File: src/rtl/core/invariant_divider_datapath_assert.svh
// Assertion macros shared by the invariant divider datapath RTL.
// Define ASSERT_OFF to compile every assertion out; no other dependencies.
`ifndef INVARIANT_DIVIDER_DATAPATH_ASSERT_SVH
`define INVARIANT_DIVIDER_DATAPATH_ASSERT_SVH

`ifndef ASSERT_OFF

// Same-cycle implication, disabled while reset is asserted.
`define IDD_ASSERT_IMPL(label, clk, rst_n, ante, cons) \
    label: assert property (@(posedge clk) disable iff (!rst_n) (ante) |-> (cons)) \
        else $error("idd assertion failed: same-cycle implication");

// Next-cycle implication, disabled while reset is asserted.
`define IDD_ASSERT_NEXT(label, clk, rst_n, ante, cons) \
    label: assert property (@(posedge clk) disable iff (!rst_n) (ante) |=> (cons)) \
        else $error("idd assertion failed: next-cycle implication");

`else

`define IDD_ASSERT_IMPL(label, clk, rst_n, ante, cons)
`define IDD_ASSERT_NEXT(label, clk, rst_n, ante, cons)

`endif

`endif

File: src/rtl/core/idd_pkg.sv
// Shared types, codes and helper functions for the invariant divider datapath.
// No dependencies; imported by every module of the block.
package idd_pkg;

    localparam int MAX_WIDTH = 32;
    localparam int DATA_W    = 32;
    localparam int PROD_W    = 2 * DATA_W;
    localparam int EXT_W     = 48;

    typedef enum logic [2:0] {
        M_USHIFT       = 3'd0,
        M_UMULHI       = 3'd1,
        M_UAVG         = 3'd2,
        M_UAVG_RND     = 3'd3,
        M_SFLOOR_SHIFT = 3'd4,
        M_SFLOOR_XOR   = 3'd5,
        M_STRUNC_BIAS  = 3'd6,
        M_STRUNC_MULHI = 3'd7
    } method_t;

    typedef enum logic [1:0] {
        REG_METHOD     = 2'd0,
        REG_MULTIPLIER = 2'd1,
        REG_POST_SHIFT = 2'd2,
        REG_WIDTH_SEL  = 2'd3
    } reg_index_t;

    typedef struct packed {
        method_t             method;
        logic [DATA_W-1:0]   multiplier;
        logic [3:0]          post_shift;
        logic [1:0]          width_select;
    } cfg_t;

    // Stage 1: decoded numerator, multiplier operand, shift-only result.
    typedef struct packed {
        logic [DATA_W-1:0]   n;
        logic                neg;
        logic [DATA_W-1:0]   opnd;
        logic [DATA_W-1:0]   q_simple;
        logic                err;
    } st1_t;

    // Stage 2: full product.
    typedef struct packed {
        logic [DATA_W-1:0]   n;
        logic                neg;
        logic [PROD_W-1:0]   prod;
        logic [DATA_W-1:0]   q_simple;
        logic                err;
    } st2_t;

    // Stage 3: value ready for the final shift.
    typedef struct packed {
        logic [PROD_W-1:0]   val;
        logic                neg;
        logic [DATA_W-1:0]   q_simple;
        logic                err;
    } st3_t;

    function automatic logic [5:0] width_of(input logic [1:0] sel);
        logic [5:0] w;
        case (sel)
            2'd0:    w = 6'd8;
            2'd1:    w = 6'd16;
            default: w = 6'd32;
        endcase
        if (w > 6'(MAX_WIDTH))
            w = 6'(MAX_WIDTH);
        return w;
    endfunction

    function automatic logic [DATA_W-1:0] mask_of(input logic [1:0] sel);
        logic [DATA_W:0] m;
        m = ((DATA_W+1)'(1) << width_of(sel)) - (DATA_W+1)'(1);
        return m[DATA_W-1:0];
    endfunction

endpackage

File: src/rtl/core/idd_front.sv
// Stage 1 of the invariant divider: decode the numerator at the selected width.
// Depends on idd_pkg.
module idd_front (
    input  logic                          clk,
    input  logic                          rst_n,
    input  idd_pkg::cfg_t                 cfg,
    input  logic                          en,
    input  logic                          in_valid,
    input  logic [idd_pkg::DATA_W-1:0]    numerator,
    output logic                          valid,
    output idd_pkg::st1_t                 st
);
    import idd_pkg::*;

    logic [5:0]        wlen;
    logic [DATA_W-1:0] mask;
    logic [DATA_W-1:0] n;
    logic              neg;
    logic [EXT_W-1:0]  nsx;
    logic [EXT_W-1:0]  bias;
    logic [EXT_W-1:0]  biased;
    logic [EXT_W-1:0]  sh_plain;
    logic [EXT_W-1:0]  sh_bias;
    logic              big_mult;
    st1_t              st_next;
    st1_t              st_reg;
    logic              valid_reg;

    always_comb
    begin
        wlen     = width_of(cfg.width_select);
        mask     = mask_of(cfg.width_select);
        n        = numerator & mask;
        neg      = n[5'(wlen - 6'd1)];
        nsx      = neg ? {{(EXT_W-DATA_W){1'b1}}, n | ~mask} : {{(EXT_W-DATA_W){1'b0}}, n};
        bias     = (EXT_W'(1) << cfg.post_shift) - EXT_W'(1);
        biased   = nsx + (neg ? bias : '0);
        sh_plain = EXT_W'($signed(nsx) >>> cfg.post_shift);
        sh_bias  = EXT_W'($signed(biased) >>> cfg.post_shift);
        big_mult = |(cfg.multiplier & ~mask);

        st_next.n        = n;
        st_next.neg      = neg;
        st_next.opnd     = n;
        st_next.q_simple = n >> cfg.post_shift;
        st_next.err      = 1'b0;
        case (cfg.method)
            M_USHIFT:
            begin
                st_next.q_simple = n >> cfg.post_shift;
            end
            M_UMULHI, M_UAVG, M_UAVG_RND:
            begin
                st_next.err = big_mult;
            end
            M_SFLOOR_SHIFT:
            begin
                st_next.q_simple = sh_plain[DATA_W-1:0];
            end
            M_SFLOOR_XOR:
            begin
                st_next.opnd = neg ? (~n & mask) : n;
                st_next.err  = big_mult;
            end
            M_STRUNC_BIAS:
            begin
                st_next.q_simple = sh_bias[DATA_W-1:0];
            end
            M_STRUNC_MULHI:
            begin
                // magnitude of a negative value fits: at most half the range
                st_next.opnd = neg ? ((~n + DATA_W'(1)) & mask) : n;
                st_next.err  = big_mult;
            end
            default:
            begin
                st_next.err = 1'b0;
            end
        endcase
    end

    always_ff @(posedge clk or negedge rst_n)
    begin
        if (!rst_n)
            valid_reg <= 1'b0;
        else if (en)
            valid_reg <= in_valid;
    end

    always_ff @(posedge clk)
    begin
        if (en && in_valid)
            st_reg <= st_next;
    end

    assign valid = valid_reg;
    assign st    = st_reg;

endmodule

File: src/rtl/core/idd_mul.sv
// Stage 2 of the invariant divider: 32x32 unsigned multiply, registered.
// Depends on idd_pkg.
module idd_mul (
    input  logic          clk,
    input  logic          rst_n,
    input  idd_pkg::cfg_t cfg,
    input  logic          en,
    input  logic          in_valid,
    input  idd_pkg::st1_t st_in,
    output logic          valid,
    output idd_pkg::st2_t st
);
    import idd_pkg::*;

    st2_t st_next;
    st2_t st_reg;
    logic valid_reg;

    always_comb
    begin
        st_next.n        = st_in.n;
        st_next.neg      = st_in.neg;
        st_next.prod     = PROD_W'(st_in.opnd) * PROD_W'(cfg.multiplier);
        st_next.q_simple = st_in.q_simple;
        st_next.err      = st_in.err;
    end

    always_ff @(posedge clk or negedge rst_n)
    begin
        if (!rst_n)
            valid_reg <= 1'b0;
        else if (en)
            valid_reg <= in_valid;
    end

    always_ff @(posedge clk)
    begin
        if (en && in_valid)
            st_reg <= st_next;
    end

    assign valid = valid_reg;
    assign st    = st_reg;

endmodule

File: src/rtl/core/idd_back.sv
// Stages 3 and 4 of the invariant divider: high-part add or negate, then the
// final shift, sign fix-up and width mask into the output register. Depends on idd_pkg.
module idd_back (
    input  logic                        clk,
    input  logic                        rst_n,
    input  idd_pkg::cfg_t               cfg,
    input  logic                        en3,
    input  logic                        en4,
    input  logic                        in_valid,
    input  idd_pkg::st2_t               st_in,
    output logic                        valid3,
    output logic                        valid4,
    output logic [idd_pkg::DATA_W-1:0]  quotient,
    output logic                        range_error
);
    import idd_pkg::*;

    logic [5:0]        wlen;
    logic [PROD_W-1:0] hi;
    st3_t              st3_next;
    st3_t              st3_reg;
    logic              valid3_reg;

    logic [5:0]        k;
    logic [PROD_W-1:0] shr_l;
    logic [PROD_W-1:0] shr_a;
    logic [DATA_W-1:0] q;
    logic [DATA_W-1:0] quot_next;
    logic [DATA_W-1:0] quot_reg;
    logic              err_reg;
    logic              valid4_reg;

    // Stage 3: form the value that the last shift works on.
    always_comb
    begin
        wlen              = width_of(cfg.width_select);
        hi                = st_in.prod >> wlen;
        st3_next.neg      = st_in.neg;
        st3_next.q_simple = st_in.q_simple;
        st3_next.err      = st_in.err;
        case (cfg.method)
            M_UAVG:         st3_next.val = hi + PROD_W'(st_in.n);
            M_UAVG_RND:     st3_next.val = hi + PROD_W'(st_in.n) + PROD_W'(1);
            M_SFLOOR_XOR:   st3_next.val = st_in.prod;
            M_STRUNC_MULHI: st3_next.val = st_in.neg ? (~st_in.prod + PROD_W'(1)) : st_in.prod;
            default:        st3_next.val = hi;
        endcase
    end

    always_ff @(posedge clk or negedge rst_n)
    begin
        if (!rst_n)
            valid3_reg <= 1'b0;
        else if (en3)
            valid3_reg <= in_valid;
    end

    always_ff @(posedge clk)
    begin
        if (en3 && in_valid)
            st3_reg <= st3_next;
    end

    // Stage 4: shift, fix the sign, cut to width.
    always_comb
    begin
        case (cfg.method)
            M_UAVG, M_UAVG_RND:           k = 6'(cfg.post_shift) + 6'd1;
            M_SFLOOR_XOR, M_STRUNC_MULHI: k = wlen + 6'(cfg.post_shift);
            default:                      k = 6'(cfg.post_shift);
        endcase
        shr_l = st3_reg.val >> k;
        shr_a = PROD_W'($signed(st3_reg.val) >>> k);
        case (cfg.method)
            M_UMULHI, M_UAVG, M_UAVG_RND:
                q = shr_l[DATA_W-1:0];
            M_SFLOOR_XOR:
                q = st3_reg.neg ? ~shr_l[DATA_W-1:0] : shr_l[DATA_W-1:0];
            M_STRUNC_MULHI:
                q = shr_a[DATA_W-1:0] + DATA_W'(st3_reg.neg);
            default:
                q = st3_reg.q_simple;
        endcase
        quot_next = q & mask_of(cfg.width_select);
    end

    always_ff @(posedge clk or negedge rst_n)
    begin
        if (!rst_n)
            valid4_reg <= 1'b0;
        else if (en4)
            valid4_reg <= valid3_reg;
    end

    always_ff @(posedge clk)
    begin
        if (en4 && valid3_reg)
        begin
            quot_reg <= quot_next;
            err_reg  <= st3_reg.err;
        end
    end

    assign valid3      = valid3_reg;
    assign valid4      = valid4_reg;
    assign quotient    = quot_reg;
    assign range_error = err_reg;

endmodule

File: src/rtl/core/invariant_divider_datapath.sv
// Invariant divider datapath: divides each numerator by a software-chosen constant
// with a configured magic multiplier and post shift. Depends on idd_pkg, idd_front,
// idd_mul, idd_back and invariant_divider_datapath_assert.svh.
//
// Usage:
//   - Slave stream s_axis_*: one numerator per transaction (low W bits used).
//   - Master stream m_axis_*: one quotient per transaction, zero-extended from W
//     bits; tuser flags a multiplier wider than W bits for the multiplying methods.
//   - Config port cfg_*: write method, multiplier, post_shift, width_select while
//     no transaction is in flight; writes take effect at the next clock edge.
//   - Four register stages: decode, 32x32 multiply, add/negate, shift and mask.
//   - Throughput: one transaction per cycle while m_axis_tready is high; the
//     multiplier stage is fully pipelined.
//   - Each stage advances when it is empty or the stage after it advances, so
//     bubbles collapse and a stalled receiver holds the result in the output
//     register while upstream stages keep filling; s_axis_tready drops only
//     when all four stages hold data and m_axis_tready is low.
//   - Reset: clears all stage valids and loads method 0, multiplier 0,
//     post_shift 0 and width_select 2 (32 bits).
module invariant_divider_datapath (
    input  logic        clk,
    input  logic        rst_n,
    // config write port
    input  logic        cfg_we,
    input  logic [1:0]  cfg_index,
    input  logic [31:0] cfg_data,
    // input stream
    input  logic        s_axis_tvalid,
    output logic        s_axis_tready,
    input  logic [31:0] s_axis_tdata,     // [31:0] numerator
    // output stream
    output logic        m_axis_tvalid,
    input  logic        m_axis_tready,
    output logic [31:0] m_axis_tdata,     // [31:0] quotient
    output logic        m_axis_tuser      // [0] range_error
);
    import idd_pkg::*;

`include "invariant_divider_datapath_assert.svh"

    cfg_t cfg_reg;
    cfg_t cfg_next;

    logic en1, en2, en3, en4;
    logic v1, v2, v3, v4;
    st1_t st1;
    st2_t st2;

    // Config registers: update on write enable, ignore nothing else.
    always_comb
    begin
        cfg_next = cfg_reg;
        if (cfg_we)
        begin
            case (reg_index_t'(cfg_index))
                REG_METHOD:     cfg_next.method       = method_t'(cfg_data[2:0]);
                REG_MULTIPLIER: cfg_next.multiplier   = cfg_data;
                REG_POST_SHIFT: cfg_next.post_shift   = cfg_data[3:0];
                REG_WIDTH_SEL:  cfg_next.width_select = cfg_data[1:0];
                default:        cfg_next = cfg_reg;
            endcase
        end
    end

    always_ff @(posedge clk or negedge rst_n)
    begin
        if (!rst_n)
        begin
            cfg_reg.method       <= M_USHIFT;
            cfg_reg.multiplier   <= '0;
            cfg_reg.post_shift   <= '0;
            cfg_reg.width_select <= 2'd2;
        end
        else
        begin
            cfg_reg <= cfg_next;
        end
    end

    // Stage enables: advance when empty or when the next stage advances.
    assign en4 = !v4 || m_axis_tready;
    assign en3 = !v3 || en4;
    assign en2 = !v2 || en3;
    assign en1 = !v1 || en2;

    assign s_axis_tready = en1;

    idd_front u_front (
        .clk       (clk),
        .rst_n     (rst_n),
        .cfg       (cfg_reg),
        .en        (en1),
        .in_valid  (s_axis_tvalid),
        .numerator (s_axis_tdata),
        .valid     (v1),
        .st        (st1)
    );

    idd_mul u_mul (
        .clk      (clk),
        .rst_n    (rst_n),
        .cfg      (cfg_reg),
        .en       (en2),
        .in_valid (v1),
        .st_in    (st1),
        .valid    (v2),
        .st       (st2)
    );

    idd_back u_back (
        .clk         (clk),
        .rst_n       (rst_n),
        .cfg         (cfg_reg),
        .en3         (en3),
        .en4         (en4),
        .in_valid    (v2),
        .st_in       (st2),
        .valid3      (v3),
        .valid4      (v4),
        .quotient    (m_axis_tdata),
        .range_error (m_axis_tuser)
    );

    assign m_axis_tvalid = v4;

    // An accepted transaction always lands in the first stage.
    `IDD_ASSERT_NEXT(a_accept_lands, clk, rst_n, s_axis_tvalid && s_axis_tready, v1)
    // A full stage 3 moving on always fills the output register.
    `IDD_ASSERT_NEXT(a_stage3_moves, clk, rst_n, v3 && en4, v4)
    // Backpressure reaches the input only when every stage is occupied.
    `IDD_ASSERT_IMPL(a_full_blocks, clk, rst_n, !s_axis_tready, v1 && v2 && v3 && v4 && !m_axis_tready)
    // A stalled stage 2 keeps its item until stage 3 frees up.
    `IDD_ASSERT_NEXT(a_stage2_holds, clk, rst_n, v2 && !en3, v2)

endmodule
File: config.mk
export PLATFORM = sky130hd
export DESIGN_NAME = invariant_divider_datapath
export DESIGN_NICKNAME = d
export VERILOG_FILES = /design/src/rtl/core/idd_pkg.sv /design/src/rtl/core/idd_front.sv /design/src/rtl/core/idd_mul.sv /design/src/rtl/core/idd_back.sv /design/src/rtl/core/invariant_divider_datapath.sv
export VERILOG_INCLUDE_DIRS = /design/src /design/src/rtl/core
export SDC_FILE = /design/constraint.sdc
export NUM_CORES = 2
export LEC_CHECK = 0
export ABC_AREA = 0
export CAP_MARGIN = 10
export CORE_MARGIN = 2
export CORE_UTILIZATION = 50
export DETAILED_ROUTE_END_ITERATION = 6
export DONT_BUFFER_PORTS = 1
export HOLD_SLACK_MARGIN = 0.12
export PLACE_DENSITY = 0.66
export SLEW_MARGIN = 20
export SYNTH_ARGS = -nofsm -noshare
export SYNTH_HDL_FRONTEND = slang
export SYNTH_SLANG_ARGS = --single-unit
File: constraint.sdc
create_clock -name clk -period 25.5 [get_ports clk]
set_clock_uncertainty 0.05 [all_clocks]
set_input_delay 5.1 -clock clk [delete_from_list [all_inputs] [get_ports clk]]
set_output_delay 5.1 -clock clk [all_outputs]
set_load 0.05 [all_outputs]
# --- Yosys cells after proc, flatten, opt, wreduce, memory -nomap -nowiden ---
# Index checks and enable logic that the tools add are counted.
totals:
  reg_bits: 404
classes:
  shift: 8
  n_mux: 15
  n_lt_le_gt_ge: 2
  eq_ne: 11
  multipliers: 1
  reduce_logical: 23
  addsub: 11
  n_bitwise: 10
op_table:
  columns: ["cell", "count"]
  rows:
  - ["one-hot mux 64 bit (4 select lines)", 1]
  - ["AND 32 bit", 5]
  - ["adder 64 x 1 -> 64 bit (second input constant)", 2]
  - ["one-hot mux 32 bit (2 select lines)", 2]
  - ["two-way mux 32 bit", 3]
  - ["two-way mux 48 bit", 2]
  - ["inverter 32 bit", 3]
  - ["one-hot mux 32 bit (3 select lines)", 1]
  - [">>> shifter 48 x 4 -> 32 bit", 2]
  - ["adder 64 x 32 -> 64 bit", 1]
  - ["multiplier 32 x 32 -> 64 bit", 1]
  - ["two-way mux 64 bit", 1]
  - ["inverter 64 bit", 1]
  - ["right shift 64 x 6 -> 32 bit", 1]
  - ["right shift 64 x 6 -> 64 bit", 1]
  - [">>> shifter 64 x 6 -> 32 bit", 1]
  - ["adder 48 bit", 1]
  - ["<< shifter 1 x 4 -> 48 bit (first input constant)", 1]
  - ["subtractor 48 x 2 -> 48 bit (second input constant)", 1]
  - ["adder 32 x 1 -> 32 bit", 1]
  - ["adder 32 x 1 -> 32 bit (second input constant)", 1]
  - ["bitwise OR 32 bit", 1]
  - ["OR reduction 32 bit", 1]
  - ["<< shifter 1 x 6 -> 32 bit (first input constant)", 1]
  - ["24 further kinds", 45]

# --- Depth between registers and ports, before layout ---
depth:
  word_depth: 13
  mapped_depth: 31
  ltp_nobuf: 30

# --- Hierarchy ---
# Synthesis repeated with hierarchy kept, for this count alone.
unflattened:
  hier_cells: 7794
  hier_area_um2: 69730.6
modules_own_cells:
  columns: ["mod", "seq_area_each_um2", "cells_each", "area_per_inst_um2", "instances"]
  rows:
  - ["idd_mul", 3928.8, 3858, 37367.1, 1]
  - ["idd_back", 3983.8, 2515, 20096.8, 1]
  - ["idd_front", 2967.8, 1327, 10677.7, 1]
  - ["invariant_divider_datapath", 1027.2, 94, 1589.0, 1]

# --- Least setup slack after synthesis ---
# No wires, ideal clock.
synth_timing:
  path_type: "input to output"
  start: "input m_axis_tready"
  end: "output s_axis_tready"
  stages: 2
  t_arrival_ps: 5856
  path_slack_ps: 14494
  path_cell_list: "nor2b_1 -> nand4_1"
synth_between:
  elab_chain_cells: 4
synth_rtl:
  columns: ["element", "line", "source"]
  rows:
  - ["from (decl)", "invariant_divider_datapath.sv:33", "input logic m_axis_tready,"]
  - ["logical OR 1 bit", "invariant_divider_datapath.sv:81", "assign en4 = !v4 || m_axis_tready;"]
  - ["logical OR 1 bit", "invariant_divider_datapath.sv:82", "assign en3 = !v3 || en4;"]
  - ["logical OR 1 bit", "invariant_divider_datapath.sv:83", "assign en2 = !v2 || en3;"]
  - ["logical OR 1 bit", "invariant_divider_datapath.sv:84", "assign en1 = !v1 || en2;"]
  - ["to (decl)", "invariant_divider_datapath.sv:29", "output logic s_axis_tready,"]
# No other way between the ends.

# --- Worst setup path after layout ---
# Ends and elaborated chain as after synthesis.

==> flow_results.xml <==
<?xml version="1.0" encoding="UTF-8"?>
<metrics>
  <group name="route">
    <metric name="drc_errors" unit="">27</metric>
    <metric name="met3RoutedLength" unit="microns">22800</metric>
    <metric name="route.detailed.vias_per_inst" unit="">6.25</metric>
    <metric name="routed_wirelength" unit="microns">249000</metric>
    <metric name="dr.max_layer_used" unit="">met5</metric>
    <metric name="drt-met1-wl" unit="microns">100000</metric>
    <metric name="dr_total_vias" unit="">57600</metric>
    <metric name="detailedRoute.firstIterationViolations" unit="">6028</metric>
    <metric name="met2_wirelength" unit="microns">113000</metric>
    <metric name="final_antenna_net_count" unit="">0</metric>
    <metric name="detail_route.first_pass.iterations" unit="">7</metric>
    <metric name="final_routed_wire_length_divided_by_cell_count" unit="microns">27.0</metric>
  </group>
  <group name="synth">
    <metric name="synth_ff_type" unit="">sky130_fd_sc_hd__edfxtp_1</metric>
    <metric name="synth_cell_types" unit="">113</metric>
    <metric name="synth_async_sr_flop_share" unit="">0.111</metric>
    <metric name="ys_ff_latch" unit="">404</metric>
    <metric name="synth.yosys.warnings" unit="">0</metric>
    <metric name="synthesis.area" unit="sq mm">0.0679</metric>
    <metric name="synth_top_area_frac" unit="">0.265</metric>
    <metric name="edff_count_synth" unit="">359</metric>
    <metric name="synth_fp_nets" unit="">9023</metric>
    <metric name="synth.avg_cell_area" unit="sq um">8.81</metric>
    <metric name="ys_top_cells_by_area" unit="">sky130_fd_sc_hd__fa_1 (26%), sky130_fd_sc_hd__edfxtp_1 (16%), sky130_fd_sc_hd__ha_1 (6.3%)</metric>
    <metric name="seq_area_frac_synth" unit="">0.175</metric>
    <metric name="synth_area_leader_cell" unit="">sky130_fd_sc_hd__fa_1</metric>
    <metric name="postSynthCellCount" unit="">7712</metric>
  </group>
  <group name="placed_design">
    <metric name="placement.io_buffers" unit="">0</metric>
    <metric name="finalWeightedCongestion" unit="">1.06</metric>
    <metric name="dp_hpwl" unit="microns">191000</metric>
  </group>
  <group name="global_routing">
    <metric name="remaining_global_route_overflow" unit="">0</metric>
    <metric name="first_pass_grt_wire_length" unit="microns">372000</metric>
    <metric name="first_global_vias" unit="">57300</metric>
    <metric name="antenna_found_initial" unit="">24</metric>
    <metric name="grt_util_all_layers" unit="">0.359</metric>
    <metric name="grt_max_degree" unit="">92</metric>
  </group>
  <group name="cells_and_area">
    <metric name="finalNetCount" unit="">8685</metric>
    <metric name="layout_cell_share_with_drive_strength_beyond_1" unit="">0.0578</metric>
    <metric name="areaGrowthSynthToFinish" unit="%">4.74</metric>
    <metric name="largest_register_ff_count" unit="">130</metric>
  </group>
  <group name="worst_setup_path">
    <metric name="setup.worst_path.end_class" unit="">primary output</metric>
    <metric name="timing.critical_path.slowest_cell_delay" unit="ns">0.62</metric>
    <metric name="setup.worst_path.class" unit="">in2out</metric>
    <metric name="timing.critical_path.slowest_stage_cell" unit="">sky130_fd_sc_hd__nand4_1</metric>
    <metric name="crit_chain" unit="">nor2b_1, nand4_1</metric>
    <metric name="critical_path_peak_fanout" unit="">5</metric>
    <metric name="critical_path.startpoint_type" unit="">primary input</metric>
    <metric name="critPathTopFamily" unit="">simple AND/OR/NAND/NOR gates</metric>
    <metric name="critPathBufInv" unit="">0</metric>
    <metric name="critical_path_arrival" unit="ns">6.05</metric>
    <metric name="cp.required" unit="ns">20.35</metric>
  </group>
  <group name="clocking">
    <metric name="cts-resized-gates" unit="">0</metric>
    <metric name="post_cts_buffers" unit="">0</metric>
    <metric name="clk_pin_slew" unit="ns">0.06</metric>
    <metric name="cts_made_buffers" unit="">51</metric>
    <metric name="cts-root-to-sink-buffers" unit="">3</metric>
    <metric name="tritoncts" unit="">done</metric>
    <metric name="cts_hold_repair.buffers" unit="">0</metric>
    <metric name="htreeDepth" unit="">2</metric>
    <metric name="root_buffer" unit="">sky130_fd_sc_hd__clkbuf_16</metric>
    <metric name="clock_insertion_delay_worst_skew" unit="ns">0.68</metric>
    <metric name="cts_num_sinks" unit="">404</metric>
  </group>
  <group name="sta">
    <metric name="worst_slew_pin_slew" unit="ns">1.20</metric>
    <metric name="fin_setup_tns" unit="ns">0</metric>
    <metric name="timing.fmax" unit="MHz">89.3</metric>
    <metric name="setup_viol_count_final" unit="">0</metric>
    <metric name="rsz0062_at_grt" unit="">no</metric>
    <metric name="timing.final.hold_violations" unit="">0</metric>
    <metric name="drv_slew" unit="">0</metric>
    <metric name="final_period_util" unit="">0.439</metric>
    <metric name="worst_max_slew_margin_expressed_relative_to_the_limit" unit="">0.194</metric>
    <metric name="finalWorstPathRequiredPeriod" unit="ns">11.20</metric>
  </group>
  <group name="min_path">
    <metric name="worst_hold_path_type" unit="">reg2reg</metric>
  </group>
  <group name="outcome">
    <metric name="outcome" unit="">complete, but fails checks</metric>
    <metric name="failed_checks" unit="">design-rule violations</metric>
  </group>
  <group name="floorplan">
    <metric name="die-area" unit="sq mm">0.139</metric>
    <metric name="floorplan.rows" unit="">135</metric>
    <metric name="initial_utilization" unit="">0.503</metric>
    <metric name="io-pin-count" unit="">106</metric>
    <metric name="core_area" unit="sq mm">0.135</metric>
    <metric name="die_w" unit="microns">373</metric>
    <metric name="chipHeight" unit="microns">373</metric>
  </group>
  <group name="flow_run">
    <metric name="max_cap_viol_count" unit="">0</metric>
  </group>
</metrics>
-- cell families (layout without fill, tap and decap cells) --
kind of cell	count (synthesis)	after routing	share of synthesized area
adder cells (fa/ha/maj)	1240	1240	0.328
other	0	12	0
AO/OA/AOI/OAI	1473	1473	0.141
AND/OR/NAND/NOR	2560	2560	0.191
flip-flops	404	404	0.175
multiplexers	281	281	0.0462
XOR/XNOR	275	275	0.0358
buffers and inverters	1479	1184	0.0831
-- metal layers --
metal / up-vias / global-route usage
met5: - / 0
met4: 20 / 0.166
met3: 574 / 0.0778
met2: 2720 / 0.566
met1: 29000 / 0.473
li1: 25300 / -
-- layout by cell type (no fill, tap or decap), drive strengths merged, types with 46 or more instances in the layout --
cell type,instances
and2,648
a21oi,445
nand3,111
fa,898
mux2i,192
buf,136
nor4,51
xor2,104
inv,963
a211oi,129
o21ai,268
nor3,184
nand2b,71
o21a,49
o22ai,75
nand2,820
edfxtp,359
ha,342
mux2,72
xnor2,171
clkbuf,54
nor2,374
and3,53
o31ai,46
a21o,69
-- worst paths after layout --
| path | end | start | slack (ns) | depth (start not counted) |
|---|---|---|---|---|
| setup / recovery | s_axis_tready | m_axis_tready | 14.30 | 2 |
| hold / removal | u_mul.st[21]$_DFFE_PP_ | u_front.st[21]$_DFFE_PP_ | 0.37 | 0 |
| setup reg to reg | u_mul.st[96]$_DFFE_PP_ | u_front.st[43]$_DFFE_PP_ | 15.56 | 25 |
| hold reg to reg | u_mul.st[21]$_DFFE_PP_ | u_front.st[21]$_DFFE_PP_ | 0.37 | 0 |
| max in group asynchronous | cfg_reg[1]$_DFFE_PN1P_ | rst_n | 21.07 | 0 |
| min in group asynchronous | cfg_reg[7]$_DFFE_PN0P_ | rst_n | 4.09 | 0 |
-- final cells by class --
cell class,count,area [sq um]
clock buffer,54,1320
inverter,952,3570
sequential,404,11900
antenna,12,30.0
timing repair buffer,136,1020
clock inverter,42,544
multi-input combinational,5829,50500
tap,1781,2230
fill,12600,64000
-- cells in the mapped netlist, types with 15 or more instances --
cell type and count:
sky130_fd_sc_hd__o31ai_1 45, sky130_fd_sc_hd__dfrtp_1 44, sky130_fd_sc_hd__nand3_1 111, sky130_fd_sc_hd__mux2i_1 190, sky130_fd_sc_hd__or3_1 32, sky130_fd_sc_hd__o211ai_1 40
sky130_fd_sc_hd__fa_1 898, sky130_fd_sc_hd__nor4_1 50, sky130_fd_sc_hd__and4_1 17, sky130_fd_sc_hd__inv_1 947, sky130_fd_sc_hd__a21boi_0 15, sky130_fd_sc_hd__nand2_1 820
sky130_fd_sc_hd__mux4_2 17, sky130_fd_sc_hd__buf_2 53, sky130_fd_sc_hd__o21a_1 49, sky130_fd_sc_hd__nand2b_1 71, sky130_fd_sc_hd__clkbuf_1 428, sky130_fd_sc_hd__a22oi_1 44
sky130_fd_sc_hd__edfxtp_1 359, sky130_fd_sc_hd__or4_1 17, sky130_fd_sc_hd__buf_1 41, sky130_fd_sc_hd__and3_1 53, sky130_fd_sc_hd__a21o_1 69, sky130_fd_sc_hd__nand4_1 44
sky130_fd_sc_hd__and2_1 644, sky130_fd_sc_hd__nor3_1 182, sky130_fd_sc_hd__or2_2 27, sky130_fd_sc_hd__a21oi_1 441, sky130_fd_sc_hd__o41ai_1 16, sky130_fd_sc_hd__ha_1 342
sky130_fd_sc_hd__nor2_1 374, sky130_fd_sc_hd__a211o_1 17, sky130_fd_sc_hd__a31oi_1 34, sky130_fd_sc_hd__o21ai_0 259, sky130_fd_sc_hd__mux2_2 67, sky130_fd_sc_hd__o221ai_1 20
sky130_fd_sc_hd__o21bai_1 25, sky130_fd_sc_hd__xnor2_1 169, sky130_fd_sc_hd__nor2b_1 32, sky130_fd_sc_hd__xor2_1 104, sky130_fd_sc_hd__o22ai_1 75, sky130_fd_sc_hd__a211oi_1 125
sky130_fd_sc_hd__a221oi_1 17
-- per-stage QoR --
stage	instances	util	worst slack (ns)	hold slack, ns	area, sq um
after floorplan	7712	-	14.49	0.350	67900
after global placement	9102	0.512	14.35	0.352	69200
after detailed placement	9102	0.512	14.30	0.355	69200
after CTS	9198	0.526	14.29	0.368	71100
after global routing	9201	0.526	14.25	0.368	71100
final	9210	0.526	14.30	0.368	71100
Power is left out: the tool's default activity adds up to more than one toggle a clock period on the data nets, which glitch-free logic cannot reach.
